File: src/rtl/kis_pkg.sv
`timescale 1ns / 1ps

package kis_pkg;

    localparam int MAX_KEYS_DEF = 256;
    localparam int COUNT_W      = 9;
    localparam int FRAC_ONE     = 65536;

    typedef struct packed {
        logic        kind;
        logic [7:0]  key_index;
        logic [15:0] key_time;
        logic [23:0] query_time;
        logic [7:0]  start_hint;
    } kis_item_t;

    typedef struct packed {
        logic [7:0]  from_index;
        logic [7:0]  to_index;
        logic [16:0] fraction;
    } kis_result_t;

    localparam logic KIND_WRITE = 1'b0;
    localparam logic KIND_QUERY = 1'b1;

endpackage

File: src/rtl/kis_key_ram.sv
`timescale 1ns / 1ps

module kis_key_ram
    import kis_pkg::*;
#(
    parameter int MAX_KEYS = MAX_KEYS_DEF,
    parameter int AW       = (MAX_KEYS > 2) ? $clog2(MAX_KEYS) : 1
)
(
    input  logic          clk,
    input  logic          we,
    input  logic [AW-1:0] waddr,
    input  logic [15:0]   wdata,
    input  logic [AW-1:0] raddr,
    output logic [15:0]   rdata
);

    // Key time table; contents are undefined until written.
    logic [15:0] mem [MAX_KEYS];

    always_ff @(posedge clk)
    begin
        if (we)
        begin
            mem[waddr] <= wdata;
        end
        rdata <= mem[raddr];
    end

endmodule

File: config.mk
export PLATFORM = sky130hd
export DESIGN_NAME = kis_key_ram
export DESIGN_NICKNAME = d
export VERILOG_FILES = /design/src/rtl/kis_pkg.sv /design/src/rtl/kis_key_ram.sv
export SDC_FILE = /design/constraint.sdc
export NUM_CORES = 2
export LEC_CHECK = 0
export BUFFER_PORTS_ARGS = -buffer_cell sky130_fd_sc_hd__buf_2
export CAP_MARGIN = 20
export CORE_UTILIZATION = 57
export CTS_BUF_LIST = sky130_fd_sc_hd__clkbuf_16
export DETAILED_ROUTE_END_ITERATION = 6
export HOLD_SLACK_MARGIN = 0.02
export PLACE_DENSITY = 0.78
export SYNTH_ARGS = -nofsm -noshare
export SYNTH_HDL_FRONTEND = slang
export SYNTH_SLANG_ARGS = --single-unit
export TNS_END_PERCENT = 100
File: constraint.sdc
create_clock -name clk -period 2.5 [get_ports clk]
set_clock_uncertainty 0.2 [all_clocks]
set_input_delay 0.25 -clock clk [delete_from_list [all_inputs] [get_ports clk]]
set_output_delay 0.25 -clock clk [all_outputs]
set_load 0.01 [all_outputs]
[Word level (Yosys, flattened, before mapping)]
Memory sizes are Yosys's and may differ from the RTL's. A register that Yosys moved wholly into a read port is not among the register bits.
Index checks and enable logic that the tools add are counted.
Storage, ports and cells
  bits in registers: 0
  bits in latches: 0
  memory bits (writable): 4096
  ROM bits: 0
  output and inout port bits: 16
  word-level logic and storage cells: 3
  memories kept: 1
Memory list
  mem: words 256, bits a word 16, rd ports 1, clocked after memory_dff 1, wr ports 1, line kis_key_ram.sv:19  | logic [15:0] mem [MAX_KEYS];
Cells by class
  $add $sub $neg: 0
  $mul: 0
  div/mod/pow operators: 0
  $lt $le $gt $ge: 0
  equal/unequal tests: 0
  shifts and indexed selects: 0
  multiplexer cells: 2
  bitwise logic cells: 0
  reductions and logical operators: 0
Operators by type and width (number)
  1-bit two-way mux: 2

[Longest topological paths before layout]
  depth in word-level cells: 2
  gate-level depth with buffers: 12
  gate-level depth less buffers: 6

[Worst setup path after synthesis]
No wires, ideal clock.
  path kind: in2reg
  start: input waddr[3]
  end: memory mem[235][0] (enable)
  setup time: 0.388 ns
  arrival time: 2.027 ns
  path slack: -0.115 ns
  cell stages on the path: 6
  path through: clkbuf_1 nor2b_1 clkbuf_1 nand4_1 clkbuf_1 nor2_1
RTL lines
  start: declaration: line kis_key_ram.sv:12  | input logic [AW-1:0] waddr,
  end: declaration: line kis_key_ram.sv:19
Straight into the memory's write port.

==> metrics.yaml <==
outcome: "finished, violations left"
violations: "DRC, setup timing"
min_to: "rdata[9]$_DFF_P_"
r2r_slack_ps: -330
fin_crit_sh: 1.13
synth_largest_area_cell: "edfxtp_1"
antenna_found_initial: 23
powerDensity_nw_per_um2: 762
worstRegToRegCells: 6
setup_ws_ps: -334
drt_wl_total_um: 447000
critPathKind: "reg2reg"
tightest_slew_ps: 895
clk_pin_slew_worst_paths_ps: 60
coreArea_um2: 277000
syn_avg_cell_area_um2: 21.6
root_buffer: "clkbuf_16"
ys.warnings.count: 0
ant_nets: 0
initial_core_util: 0.574
dp_hpwl_um: 268000
fillers: 16200
synth_top_area_frac: 0.775
synthCells: 7360
nets: 8478
final_util: 0.674
drc: 6
crit_buf_inv: 1
crit_fanout: 1
syn_area_um2: 159000
port-buffer-count: 49
synth_fp_nets: 7394
hold_start: "raddr[2]"
crit_path_frequent_cell: "mux4_2"
clockBufferDepth: 4
hold_viol: 0
critPathRequiredTime_ps: 3090
cts-buffers-inserted: 391
start_kind: "flip-flop"
place_congestion: 0.947
hold_depth: 7
r2r_end: "rdata[4]$_DFF_P_"
slew_headroom: 0.404
wl_per_cell_um: 35.8
drv_cap: 0
whs_ps: 141
dieWidth_um: 530
yosysUniqueCellTypes: 52
die-area_um2: 281000
first_global_vias: 85900
rows: 193
drive_gt1_frac: 0.305
cp-end-kind: "flip-flop"
area_growth_pct: 17.5
ys_seq_elements: 4112
r2r-start: "mem[18][4]$_DFFE_PP_"
worstPathCellList: "mux4_2, mux4_2, a22o_4, o32ai_4, buf_4, nor4_2"
die_h_um: 530
slowest_stage: "mux4_2"
hp-class: "in2reg"
peakVddDrop_mv: 0.937
numClockSinks: 4112
cts_htree_levels: 5
setup_violations: 16
postCtsSetupBuffers: 0
via_per_inst: 6.87
grt_max_degree: 98
grt_first_pass_wirelength_um: 630000
io_pins: 50
grt_setup_unrepaired: "true"
grt_overflow: 0
clk-insertion-delay-late_ps: 950
firstDrtPassIters: 7
critical_path_arrival_ps: 3430
fin_crit_ps: 2830
drt_iter0_markers: 13500
num_vias: 85700
grt_use_total: 0.318
crit_path_max_incr_delay_ps: 590
leakagePower_nw: 60.9
achievable-frequency_mhz: 353
cts_tree: "done"
drv_slew: 0
seq_area_frac_synth: 0.777
cp_top_family: "multiplexers"
netlist_top_cells_area: "edfxtp_1, mux4_2, mux2i_1, o221ai_1, nor2_1"
==> cells in the final DEF (no fill, tap or decap), drive strengths merged, types with 3 or more instances in the layout <==
cell type and count:
nor2 304, a2111oi 6, mux4 797, edfxtp 4096, a31oi 6, a21oi 175
clkinv 182, a22o 32, buf 1115, clkinvlp 15, o22ai 148, nand2b 3
bufinv 31, mux2i 565, o31ai 16, inv 84, o221ai 253, nor4 18
and3 11, a211oi 18, nor2b 9, nand4b 3, diode 17, mux2 88
or2 5, o32ai 21, a22oi 43, nor3 92, dfxtp 16, dlygate4sd3 27
o21ai 38, nand2 38, nand4 26, a221oi 28, nand3 35, clkbuf 395
==> layer usage <==
layer  GRT usage  share of wire
met2       0.502           0.47
met3      0.0714           0.13
met4       0.170          0.064
met1       0.417           0.34
met5           0        0.00025
==> cell usage after synthesis (all sizes together) <==
| cell type | number |
|---|---|
| o32ai | 21 |
| or3b | 1 |
| o21ai | 38 |
| nor4 | 18 |
| o22ai | 148 |
| nor2b | 9 |
| or2 | 5 |
| o31ai | 16 |
| nand4 | 26 |
| or3 | 2 |
| inv | 4 |
| mux4 | 797 |
| a211oi | 18 |
| buf | 222 |
| or4b | 1 |
| nor3b | 1 |
| a31oi | 6 |
| clkbuf | 230 |
| nor3 | 92 |
| nor4bb | 2 |
| nand4b | 3 |
| nand2 | 38 |
| nand3b | 1 |
| mux2 | 88 |
| a2111oi | 6 |
| and2 | 2 |
| a21oi | 175 |
| a22oi | 43 |
| mux2i | 565 |
| o221ai | 253 |
| dfxtp | 16 |
| nand3 | 35 |
| a22o | 32 |
| edfxtp | 4096 |
| and3 | 11 |
| and4 | 2 |
| nor2 | 304 |
| nand2b | 3 |
| a21o | 2 |
| a221oi | 28 |
==> worst max-delay path by stage <==
stage | slack (ps) | cells past startpoint | end | from
global placement | -1480 | 11 | rdata[1]$_DFF_P_ | raddr[0]
global route | -320 | 9 | rdata[4]$_DFF_P_ | mem[139][4]$_DFFE_PP_
detailed placement | -1420 | 11 | rdata[0]$_DFF_P_ | raddr[0]
CTS | -340 | 6 | rdata[4]$_DFF_P_ | mem[18][4]$_DFFE_PP_
floorplan | -120 | 6 | mem[235][0]$_DFFE_PP_ | waddr[3]
finish | -330 | 6 | rdata[4]$_DFF_P_ | mem[18][4]$_DFFE_PP_
==> kinds of logic after synthesis <==
kind of cell | count (synthesis) | share of synthesized area
buf+inv | 456 | 0.0169
mux | 1450 | 0.155
flops | 4112 | 0.777
simple gates | 556 | 0.0157
compound gates | 786 | 0.0354
==> registers in the layout, summed over array words and instances (netlist names) <==
name / flops
rdata: 16
mem: 4096
==> stage by stage <==
step           instance area, µm²  worst slack (ps)  power (mW)  TNS (ps)  instances
6_report                   187000              -334         142     -2100      12500
5_1_grt                    187000              -315         145     -2240      12500
4_1_cts                    186000              -345         142     -1930      12500
3_5_place_dp               173000             -1420        85.5    -17590      11700
3_3_place_gp               173000             -1480        85.3    -17210      11700
2_1_floorplan              159000              -115        81.3   -176620       7360
==> repair_timing <==
item,4_1_cts,5_1_grt
setup endpoints to repair,16,16
hold buffers,27,0
pin swaps,17,24
gates resized for setup,103,47
hold endpoints to repair,4491,0
gates cloned,0,1
==> power by group <==
| part | internal, mW | leakage, nW | switching [mW] |
|---|---|---|---|
| Combinational | 3.27 | 17.7 | 5.25 |
| Sequential | 76.0 | 36.9 | 0.163 |
| Clock | 31.8 | 6.27 | 25.7 |
| Total | 111 | 60.9 | 31.1 |
==> layout make-up <==
class,instances,area [µm²],area share
multi-input cells,2792,33700,0.180
clock buffers,394,9860,0.0529
flip-flops and latches,4112,123000,0.661
clock inverters,308,2370,0.0127
inverters,4,27.5,0.000148
diodes,17,42.5,0.000228
well taps,3705,4640,0.0248
repair buffers,1143,12600,0.0678
==> worst min-delay path, cell delays in order <==
cell,delay [ps]
buf_6,150
buf_4,180
buf_12,200
a21oi_1,170
a21oi_1,80
nand3_1,120
nor4_2,60
Power figures use the tool's default switching activity.
