<file path="src/rtl/kis_pkg.sv">
`timescale 1ns / 1ps

package kis_pkg;

    localparam int MAX_KEYS_DEF = 256;
    localparam int COUNT_W      = 9;
    localparam int FRAC_ONE     = 65536;

    typedef struct packed {
        logic        kind;
        logic [7:0]  key_index;
        logic [15:0] key_time;
        logic [23:0] query_time;
        logic [7:0]  start_hint;
    } kis_item_t;

    typedef struct packed {
        logic [7:0]  from_index;
        logic [7:0]  to_index;
        logic [16:0] fraction;
    } kis_result_t;

    localparam logic KIND_WRITE = 1'b0;
    localparam logic KIND_QUERY = 1'b1;

endpackage

</file>
<file path="src/rtl/kis_frac_div.sv">
`timescale 1ns / 1ps

module kis_frac_div
    import kis_pkg::*;
(
    input  logic        clk,
    input  logic        rst_n,
    input  logic        go,
    input  logic [23:0] num,
    input  logic [23:0] span,
    output logic        ready,
    output logic [15:0] quot
);

    // Restoring division of num * 2^16 by span, one quotient bit per cycle.
    // The caller guarantees num < span, so the quotient fits in 16 bits.
    logic [23:0] rem_reg, rem_next;
    logic [23:0] span_reg;
    logic [15:0] quot_reg, quot_next;
    logic [4:0]  cnt_reg;
    logic        run_reg;
    logic        ready_reg;
    logic [24:0] shifted;

    always_comb
    begin
        shifted   = {rem_reg, 1'b0};
        rem_next  = shifted[23:0];
        quot_next = {quot_reg[14:0], 1'b0};
        if (shifted >= {1'b0, span_reg})
        begin
            rem_next  = 24'(shifted - {1'b0, span_reg});
            quot_next = {quot_reg[14:0], 1'b1};
        end
    end

    always_ff @(posedge clk or negedge rst_n)
    begin
        if (!rst_n)
        begin
            run_reg   <= 1'b0;
            ready_reg <= 1'b0;
            cnt_reg   <= '0;
        end
        else
        begin
            ready_reg <= 1'b0;
            if (go)
            begin
                run_reg  <= 1'b1;
                cnt_reg  <= 5'd16;
                rem_reg  <= num;
                span_reg <= span;
                quot_reg <= '0;
            end
            else if (run_reg)
            begin
                rem_reg  <= rem_next;
                quot_reg <= quot_next;
                cnt_reg  <= cnt_reg - 5'd1;
                if (cnt_reg == 5'd1)
                begin
                    run_reg   <= 1'b0;
                    ready_reg <= 1'b1;
                end
            end
        end
    end

    assign ready = ready_reg;
    assign quot  = quot_reg;

endmodule

</file>
<file path="config.mk">
export PLATFORM = sky130hd
export DESIGN_NAME = kis_frac_div
export DESIGN_NICKNAME = d
export VERILOG_FILES = /design/src/rtl/kis_pkg.sv /design/src/rtl/kis_frac_div.sv
export SDC_FILE = /design/constraint.sdc
export NUM_CORES = 1
export LEC_CHECK = 0
export BUFFER_PORTS_ARGS = -buffer_cell sky130_fd_sc_hd__buf_2
export CORE_UTILIZATION = 50
export CTS_CLUSTER_SIZE = 40
export DETAILED_ROUTE_END_ITERATION = 12
export HOLD_SLACK_MARGIN = 0.03
export PLACE_DENSITY = 0.81
export SYNTH_ARGS = -nofsm -noshare
export SYNTH_HDL_FRONTEND = slang
export SYNTH_SLANG_ARGS = --single-unit
</file>
<file path="constraint.sdc">
create_clock -name clk -period 3.2 [get_ports clk]
set_clock_uncertainty 0.2 [all_clocks]
set_input_delay 0.16 -clock clk [delete_from_list [all_inputs] [get_ports clk]]
set_output_delay 0.16 -clock clk [all_outputs]
set_load 0.02 [all_outputs]
</file>
## Word-level counts from Yosys, hierarchy flattened

Cells that the tools add are included.

| word-level totals | value |
|---|---|
| word-level logic and storage cells | 26 |
| input bits | 51 |
| bits in registers | 71 |
| output and inout bits | 17 |

| operators by class | value |
|---|---|
| mux-type cells | 13 |
| $lt $le $gt $ge | 1 |
| equal/unequal tests | 1 |
| reduce and logical (&&, ||, !) cells | 3 |
| add/subtract/negate cells | 2 |

Operators by type and width:

| operator | count |
|---|---|
| 24-bit two-way mux | 3 |
| 25-bit by 24-bit greater-or-equal comparator with 1-bit output | 1 |
| 24-bit subtractor | 1 |
| 16-bit two-way mux | 1 |
| 5-bit two-way mux | 2 |
| 1-bit two-way mux | 7 |
| 5-bit by 1-bit equality test with 1-bit output (second input constant) | 1 |
| 5-bit by 1-bit subtractor with 5-bit output (second input constant) | 1 |
| 2-bit AND reduction | 2 |
| 2-bit nonzero test | 1 |

## Longest topological paths before layout

Gate-level depths: netlist (run 1).

| depth | value |
|---|---|
| word-level depth | 4 |
| gate-level depth with buffers | 11 |
| gate-level depth less buffers | 10 |

## Worst setup path after synthesis (run 1)

No wires, ideal clock.

| timing path | value |
|---|---|
| path kind | register to register |
| start | reg rem_reg[1] |
| end | reg rem_reg[16], data pin |
| clock period less this slack | 2.867 ns |
| library setup time | 0.269 ns |
| buffers on the path | 0 |
| arrival time | 2.398 ns |
| slack | 0.333 ns |
| stages on the path, launching flop included | 10 |
| required time | 2.731 ns |
| path through | edfxtp_1 ha_1 nor2b_4 o31a_1 o221a_4 o41ai_4 o21ai_0 a31oi_1 xor2_1 o31ai_1 |

| on the way | value |
|---|---|
| cells in the longest elaborated chain, start to end | 4 |
| elaborated cells between the ends (all ways) | 5 |
| classes of those cells | add/sub (1); order compare (1); mux (3) |

RTL lines:

| item | line | source |
|---|---|---|
| from (decl) | kis_frac_div.sv:17 | `logic [23:0] rem_reg, rem_next;` |
| from (signal assigned) | kis_frac_div.sv:52 | `rem_reg <= num;` |
| from (signal assigned) | kis_frac_div.sv:58 | `rem_reg <= rem_next;` |
| 24-bit subtractor / 25-bit by 24-bit greater-or-equal comparator with 1-bit output (equally long branches) | kis_frac_div.sv:32, kis_frac_div.sv:30 |  |
| 24-bit two-way mux (*) | kis_frac_div.sv:30 | `if (shifted >= {1'b0, span_reg})` |
| 24-bit two-way mux (*) | kis_frac_div.sv:56 | `else if (run_reg)` |
| 24-bit two-way mux (*) | kis_frac_div.sv:48 | `if (go)` |

Mark *: on every way between the ends. The rest lies on a longest branch, timed or not. The select of a mux whose other input is x is not followed.
A chain may end at the register's enable or synchronous reset.

## Worst setup path after layout (run 1)

| timing path | value |
|---|---|
| start | reg rem_reg[1] |
| end | reg rem_reg[20], data pin |

Same word-level chain as after synthesis.

==> results.toml, run 1 <==
[timing]
relSlewSlack_pct = 59.1
fin_crit_sh_pct = 93.9
hold_violations = 0
drv_slew = 0
tightestPinTransition_ps = 614
max_freq_mhz = 333
rsz0062_at_grt = "false"
tns_ps = 0
setup_viol = 0
fin_crit_ps = 3010

[detailed_routing]
routed_wl_microns = 9590
wl_per_cell_microns = 14.9
ant_nets = 0
via_per_inst = 5.51
firstDrtPassIters = 4
drtIter0Drc = 132
drc = 0
vias = 3546

[critical_path]
critPathTopFamily = "compound AO/OA/AOI/OAI gates"
worstSetupPathType = "flop to flop"
crit_buf_inv = 0
endpoint_kind = "flop"
worstPathCellList = "ha_4, nor2b_4, o31a_1, o221a_4, o41ai_4, nor3_2, nor4_2, a211oi_2, a2bb2oi_2"
arrival_ps = 2900
cp_max_fo = 5
worstPathRequired_ps = 3090
reg2reg_slack_ps = 190
slowest_stage = "o41ai_4"
crit_path_max_incr_delay_ps = 460
critPathLaunchType = "flop"

[yosys]
netlist_area_sq_um = 4530
synth_top_area_share_pct = 42.4
ys_types = 63
ys_seq_elements = 71
postSynthCellCount = 415
seq_area_frac_synth_pct = 46.3
synthFlopType = "edfxtp_1"
async_flop_share_pct = 9.86
synth_area_per_cell_sq_um = 10.9
yosysTopAreaCell = "edfxtp_1"
synth_common_cells = "edfxtp_1, nor2_1, inv_1, nand2_1, ha_1"
synthTopCellsByArea = "edfxtp_1, ha_1, dfrtp_1"
synth.most_common_cell = "edfxtp_1"
ys_warn_count = 0
synth_edf_count = 64
syn-num-nets = 493

[clocking]
clk_pin_slew_ps = 70
cts_buffers = 9
root_buffer = "clkbuf_8"
htreeDepth = 3
cts_sinks = 71
clk_latency_ps = 340
cts_buffer_depth = 2
cts_tree = "done"

[layout]
layoutNonFillerInstCount = 643
nets = 609
final-seq-area_sq_um = 2100
multiInputGateArea_sq_um = 2240
syn_to_final_growth_pct = 24.6
nFillCells = 700
n_antenna_cell = 0
drive_gt1_share_pct = 21.5

[status]
status = "completed"

[grt]
grt_pass1_vias = 3649
gr-total-overflow = 0
grt_usage_pct = 21.3
antenna_found_initial = 0
grt_pass1_wl_microns = 16300
grt_max_degree = 36

[power_and_ir_drop]
leakage_nw = 2.46
p_per_area_nw_per_um2 = 520
p_total_mw = 2.94
ir_worst_vdd_uv = 279

[die]
io_pins = 68
die_y_microns = 97.2
fp.dieW_microns = 97.2
rows = 34
dieArea_sq_um = 9450
core-area_sq_um = 8760
start_util_pct = 51.7

[place]
dp_hpwl_microns = 6610
place.gp.congestion = 0.841
port_buffers = 67
post-place-cells = 579

[run]
cap_violations = 0

[worst_hold_path]
hp-class = "input pin to flop"
==> cell families (layout without fill, tap and decap cells) <==
group | after synthesis | count (layout) | share of synthesized area, %
AND/OR/NAND/NOR | 119 | 119 | 13.7
AO/OA/AOI/OAI | 105 | 105 | 19.4
flip-flops | 71 | 71 | 46.3
buffers and inverters | 54 | 174 | 4.94
adder cells (fa/ha/maj) | 27 | 27 | 7.62
XOR/XNOR | 23 | 23 | 4.45
multiplexers | 16 | 16 | 3.53
==> final timing paths <==
path | startpoint | to | cells past startpoint
worst max-delay path | rem_reg[1]$_DFFE_PP_ | rem_reg[20]$_DFFE_PP_ | 9
worst min-delay path | num[1] | rem_reg[1]$_DFFE_PP_ | 3
worst max register to register | rem_reg[1]$_DFFE_PP_ | rem_reg[20]$_DFFE_PP_ | 9
worst min register to register | cnt_reg[4]$_DFFE_PN0N_ | cnt_reg[4]$_DFFE_PN0N_ | 2
max in group asynchronous | rst_n | cnt_reg[4]$_DFFE_PN0N_ | 3
min in group asynchronous | rst_n | cnt_reg[0]$_DFFE_PN0N_ | 3
==> report_power, final <==
group | internal (mW) | switching (mW) | leakage [nW]
clock network | 0.273 | 0.321 | 0.0728
registers | 1.17 | 0.0767 | 0.710
logic | 0.500 | 0.599 | 1.67
total | 1.94 | 0.997 | 2.46
==> cell type report <==
class                   instances  share of cell area (%)
flip-flops and latches         71                    37.1
repair buffers                126                    15.9
multi-input cells             290                    39.6
clock inverters                 4                   0.421
inverters                      33                    2.19
well taps                     108                    2.39
clock buffers                  11                    2.33
==> layout by cell type (no fill, tap or decap), types with 10 or more instances in the layout <==
cell type,Yosys,final
mux2i_1,16,16
inv_1,33,33
dlygate4sd3_1,0,48
xnor2_1,11,11
ha_1,26,25
buf_2,2,67
nand4b_1,12,12
a21o_1,12,12
nand2_1,29,29
nor2b_1,10,10
a21oi_1,20,19
edfxtp_1,64,64
buf_4,1,11
xor2_1,12,12
nor2_1,39,39
==> worst min-delay path, stage by stage <==
cell	delay, ps
buf_2	80
nand2b_1	110
o31a_1	130
==> metal layers <==
metal	vias to the layer above	wire [microns]	global-route usage (%)	part of all wire, %
li1	1783	-	-	-
met1	1669	4390	27.2	46
met2	85	4690	36.2	49
met3	9	414	4.96	4.3
met4	0	91	5.63	0.95
met5	-	0	0	0
==> per-stage QoR <==
stage | cell area, sq um | hold WS, ps | util (%) | setup WS [ps]
floorplan | 4530 | -336 | - | 333
global placement | 4980 | -37.5 | 56.8 | 177
detailed placement | 4980 | -25.6 | 56.8 | 137
CTS | 5620 | 32.8 | 64.1 | 119
global route | 5650 | 40.2 | 64.4 | 4.40
finish | 5650 | 50.9 | 64.4 | 195
==> what timing repair did <==
| item | 4_1_cts | 5_1_grt |
|---|---|---|
| hold buffers | 48 | 0 |
| hold endpoints to repair | 55 | 0 |
| buffers inserted | 0 | 1 |
| setup endpoints to repair | 0 | 7 |
| gates resized for setup | 0 | 4 |
(Power assumes the default switching activity.)
==> run 2, diff against run 1 <==
Settings changed: ABC_AREA set to 1.
==> run 2 against run 1 <==
- global-route usage is 6.0 points higher
- clock power is 28% higher
- die area is 12% higher
- sequential power hardly changed
- synthesized area is 12% higher
- largest power group is now combinational cells
- first-iteration DRC count is 73% higher
- cell count is 48% higher
- critical path depth is 3 higher
- sequential cell count stayed put
- via count is 34% higher
- fmax is 12% higher
==> results.toml, run 2 <==
[place]
port_buffers = 67
place.gp.congestion = 0.913
dp_hpwl_microns = 9320

[yosys]
synth_edf_count = 64
synthFlopType = "edfxtp_1"
yosysTopAreaCell = "edfxtp_1"
postSynthCellCount = 692
netlist_area_sq_um = 5070
synth_area_per_cell_sq_um = 7.33
synth_top_area_share_pct = 37.9
seq_area_frac_synth_pct = 41.3
ys_warn_count = 0
ys_types = 36
synth.most_common_cell = "nand2_1"
ys_seq_elements = 71
syn-num-nets = 770
synthTopCellsByArea = "edfxtp_1, nand2_1, inv_1"
async_flop_share_pct = 9.86
synth_common_cells = "nand2_1, inv_1, edfxtp_1, nand3_1, nor2_1"

[critical_path]
critPathLaunchType = "flop"
r2r_start = "rem_reg[10]$_DFFE_PP_"
reg2reg_slack_ps = 510
arrival_ps = 2720
rr_worst_depth = 12
cp_max_fo = 25
endpoint_kind = "flop"
r2r_end = "rem_reg[20]$_DFFE_PP_"
worstSetupPathType = "flop to flop"
worstPathRequired_ps = 3230

[layout]
nFillCells = 892
layout_commonest_cell = "nand2_1"
syn_to_final_growth_pct = 23.4
nets = 890
n_antenna_cell = 0
drive_gt1_share_pct = 14.8
final_cell_mix = "nand2_1, inv_1, buf_2, edfxtp_1, dlygate4sd3_1"

[detailed_routing]
drtIter0Drc = 229
via_per_inst = 5.00
vias = 4754
ant_nets = 0
firstDrtPassIters = 4
wl_per_cell_microns = 13.8
drc = 0
routed_wl_microns = 13100

[grt]
grt_usage_pct = 27.3
grt.met3_usage_pct = 5.22
grt.busiest_layer = "met2"
grt_max_degree = 29
grt_pass1_vias = 4754
gr-total-overflow = 0
antenna_found_initial = 0
grt_pass1_wl_microns = 21800
met2_usage_pct = 48.1
grtUsageMet1_pct = 32.8

[status]
status = "completed"

[clocking]
cts_tree = "done"
root_buffer = "clkbuf_8"
clk_latency_ps = 360
cts_buffers = 9
htreeDepth = 3
clk_pin_slew_ps = 90
cts_buffer_depth = 2
cts_sinks = 71

[die]
core-area_sq_um = 9820
io_pins = 68
die_y_microns = 103
dieArea_sq_um = 10600
fp.dieW_microns = 103
rows = 36
start_util_pct = 51.7

[timing]
fin_crit_ps = 2690
setup_viol = 0
tns_ps = 0
fin_crit_sh_pct = 84.1
hold_violations = 0
relSlewSlack_pct = 59.5
max_freq_mhz = 371
rsz0062_at_grt = "false"
tightestPinTransition_ps = 607
drv_slew = 0

[power_and_ir_drop]
ir_worst_vdd_uv = 396
p_per_area_nw_per_um2 = 524
p_total_mw = 3.28
leakage_nw = 3.30

[worst_hold_path]
hp-class = "input pin to async pin"

[run]
cap_violations = 0
## run 2: cell types whose count changed in the layout (fill, tap and decap cells not counted), moves of 10 or more
cell | before | now
nand4_1 | 4 | 30
nand2_1 | 29 | 242
a21o_1 | 12 | 0
o22ai_1 | 0 | 15
inv_1 | 33 | 145
nor2b_1 | 10 | 0
inv_2 | 0 | 10
mux2i_1 | 16 | 0
nand3_1 | 2 | 44
nand4b_1 | 12 | 0
## run 2: worst max-delay path by stage
stage               slack [ps]             startpoint               endpoint  cells after the start
floorplan                 1040  rem_reg[22]$_DFFE_PP_  rem_reg[17]$_DFFE_PP_                     12
global placement           590  rem_reg[21]$_DFFE_PP_  quot[0]$_SDFFCE_PP0P_                      8
detailed placement         550  rem_reg[10]$_DFFE_PP_  quot[0]$_SDFFCE_PP0P_                     11
CTS                        510   rem_reg[9]$_DFFE_PP_  rem_reg[20]$_DFFE_PP_                     12
global route               310   rem_reg[9]$_DFFE_PP_  rem_reg[20]$_DFFE_PP_                     12
finish                     510  rem_reg[10]$_DFFE_PP_  rem_reg[20]$_DFFE_PP_                     12
## run 2: cell type report
cell class              instances  area, sq um  share of cell area, %
clock inverters                 7         83.8                   1.34
clock buffers                   9          124                   1.98
flip-flops and latches         71         2100                   33.5
repair buffers                125          896                   14.3
well taps                     133          166                   2.66
inverters                     158          593                   9.48
multi-input cells             447         2300                   36.7
## run 2: timing repair
item	CTS	global route
hold buffers	50	0
buffers inserted	0	0
hold endpoints to repair	56	0
resized for setup	0	0
## run 2: critical path, stage by stage (launching register included)
cell and delay, ps:
edfxtp_1 410, ha_1 370, nand2_2 130, inv_2 30, nand2_1 50, nand2_1 80
nand2_1 90, nand2_2 70, a21oi_4 370, nand3_4 380, nand2_1 170, nand3_1 120
nand2_1 90
## run 2: metal layers
metal | vias up | routed length (microns)
met5 | - | 0
met4 | 0 | 323
met3 | 25 | 529
met2 | 123 | 6470
met1 | 2191 | 5740
li1 | 2415 | -
## run 2: cells by family (layout without fill, tap and decap cells)
| logic type | count (synthesis) | after routing | synth area share (%) |
|---|---|---|---|
| fa+ha+maj | 27 | 27 | 6.81 |
| buf+inv | 174 | 299 | 13.4 |
| simple gates | 372 | 372 | 32.2 |
| xor+xnor | 12 | 12 | 2.07 |
| flops | 71 | 71 | 41.3 |
| compound gates | 36 | 36 | 4.19 |
## run 2: stage by stage
step / setup slack [ps] / instance area [sq um] / std cells / utilization, % / hold slack [ps]
CTS: 511 / 6260 / 950 / 63.7 / 81.7
global placement: 590 / 5550 / 884 / 56.5 / -54.0
global route: 308 / 6260 / 950 / 63.7 / 126
floorplan: 1040 / 5070 / 692 / - / -336
finish: 508 / 6260 / 950 / 63.7 / 128
detailed placement: 552 / 5550 / 884 / 56.5 / -47.6
## run 2: power by group
group	switching (mW)	leakage (nW)	total (mW)	internal (mW)
Clock	0.387	0.103	0.764	0.376
Sequential	0.0736	0.709	1.25	1.17
Combinational	0.797	2.49	1.27	0.472
Total	1.26	3.30	3.28	2.02
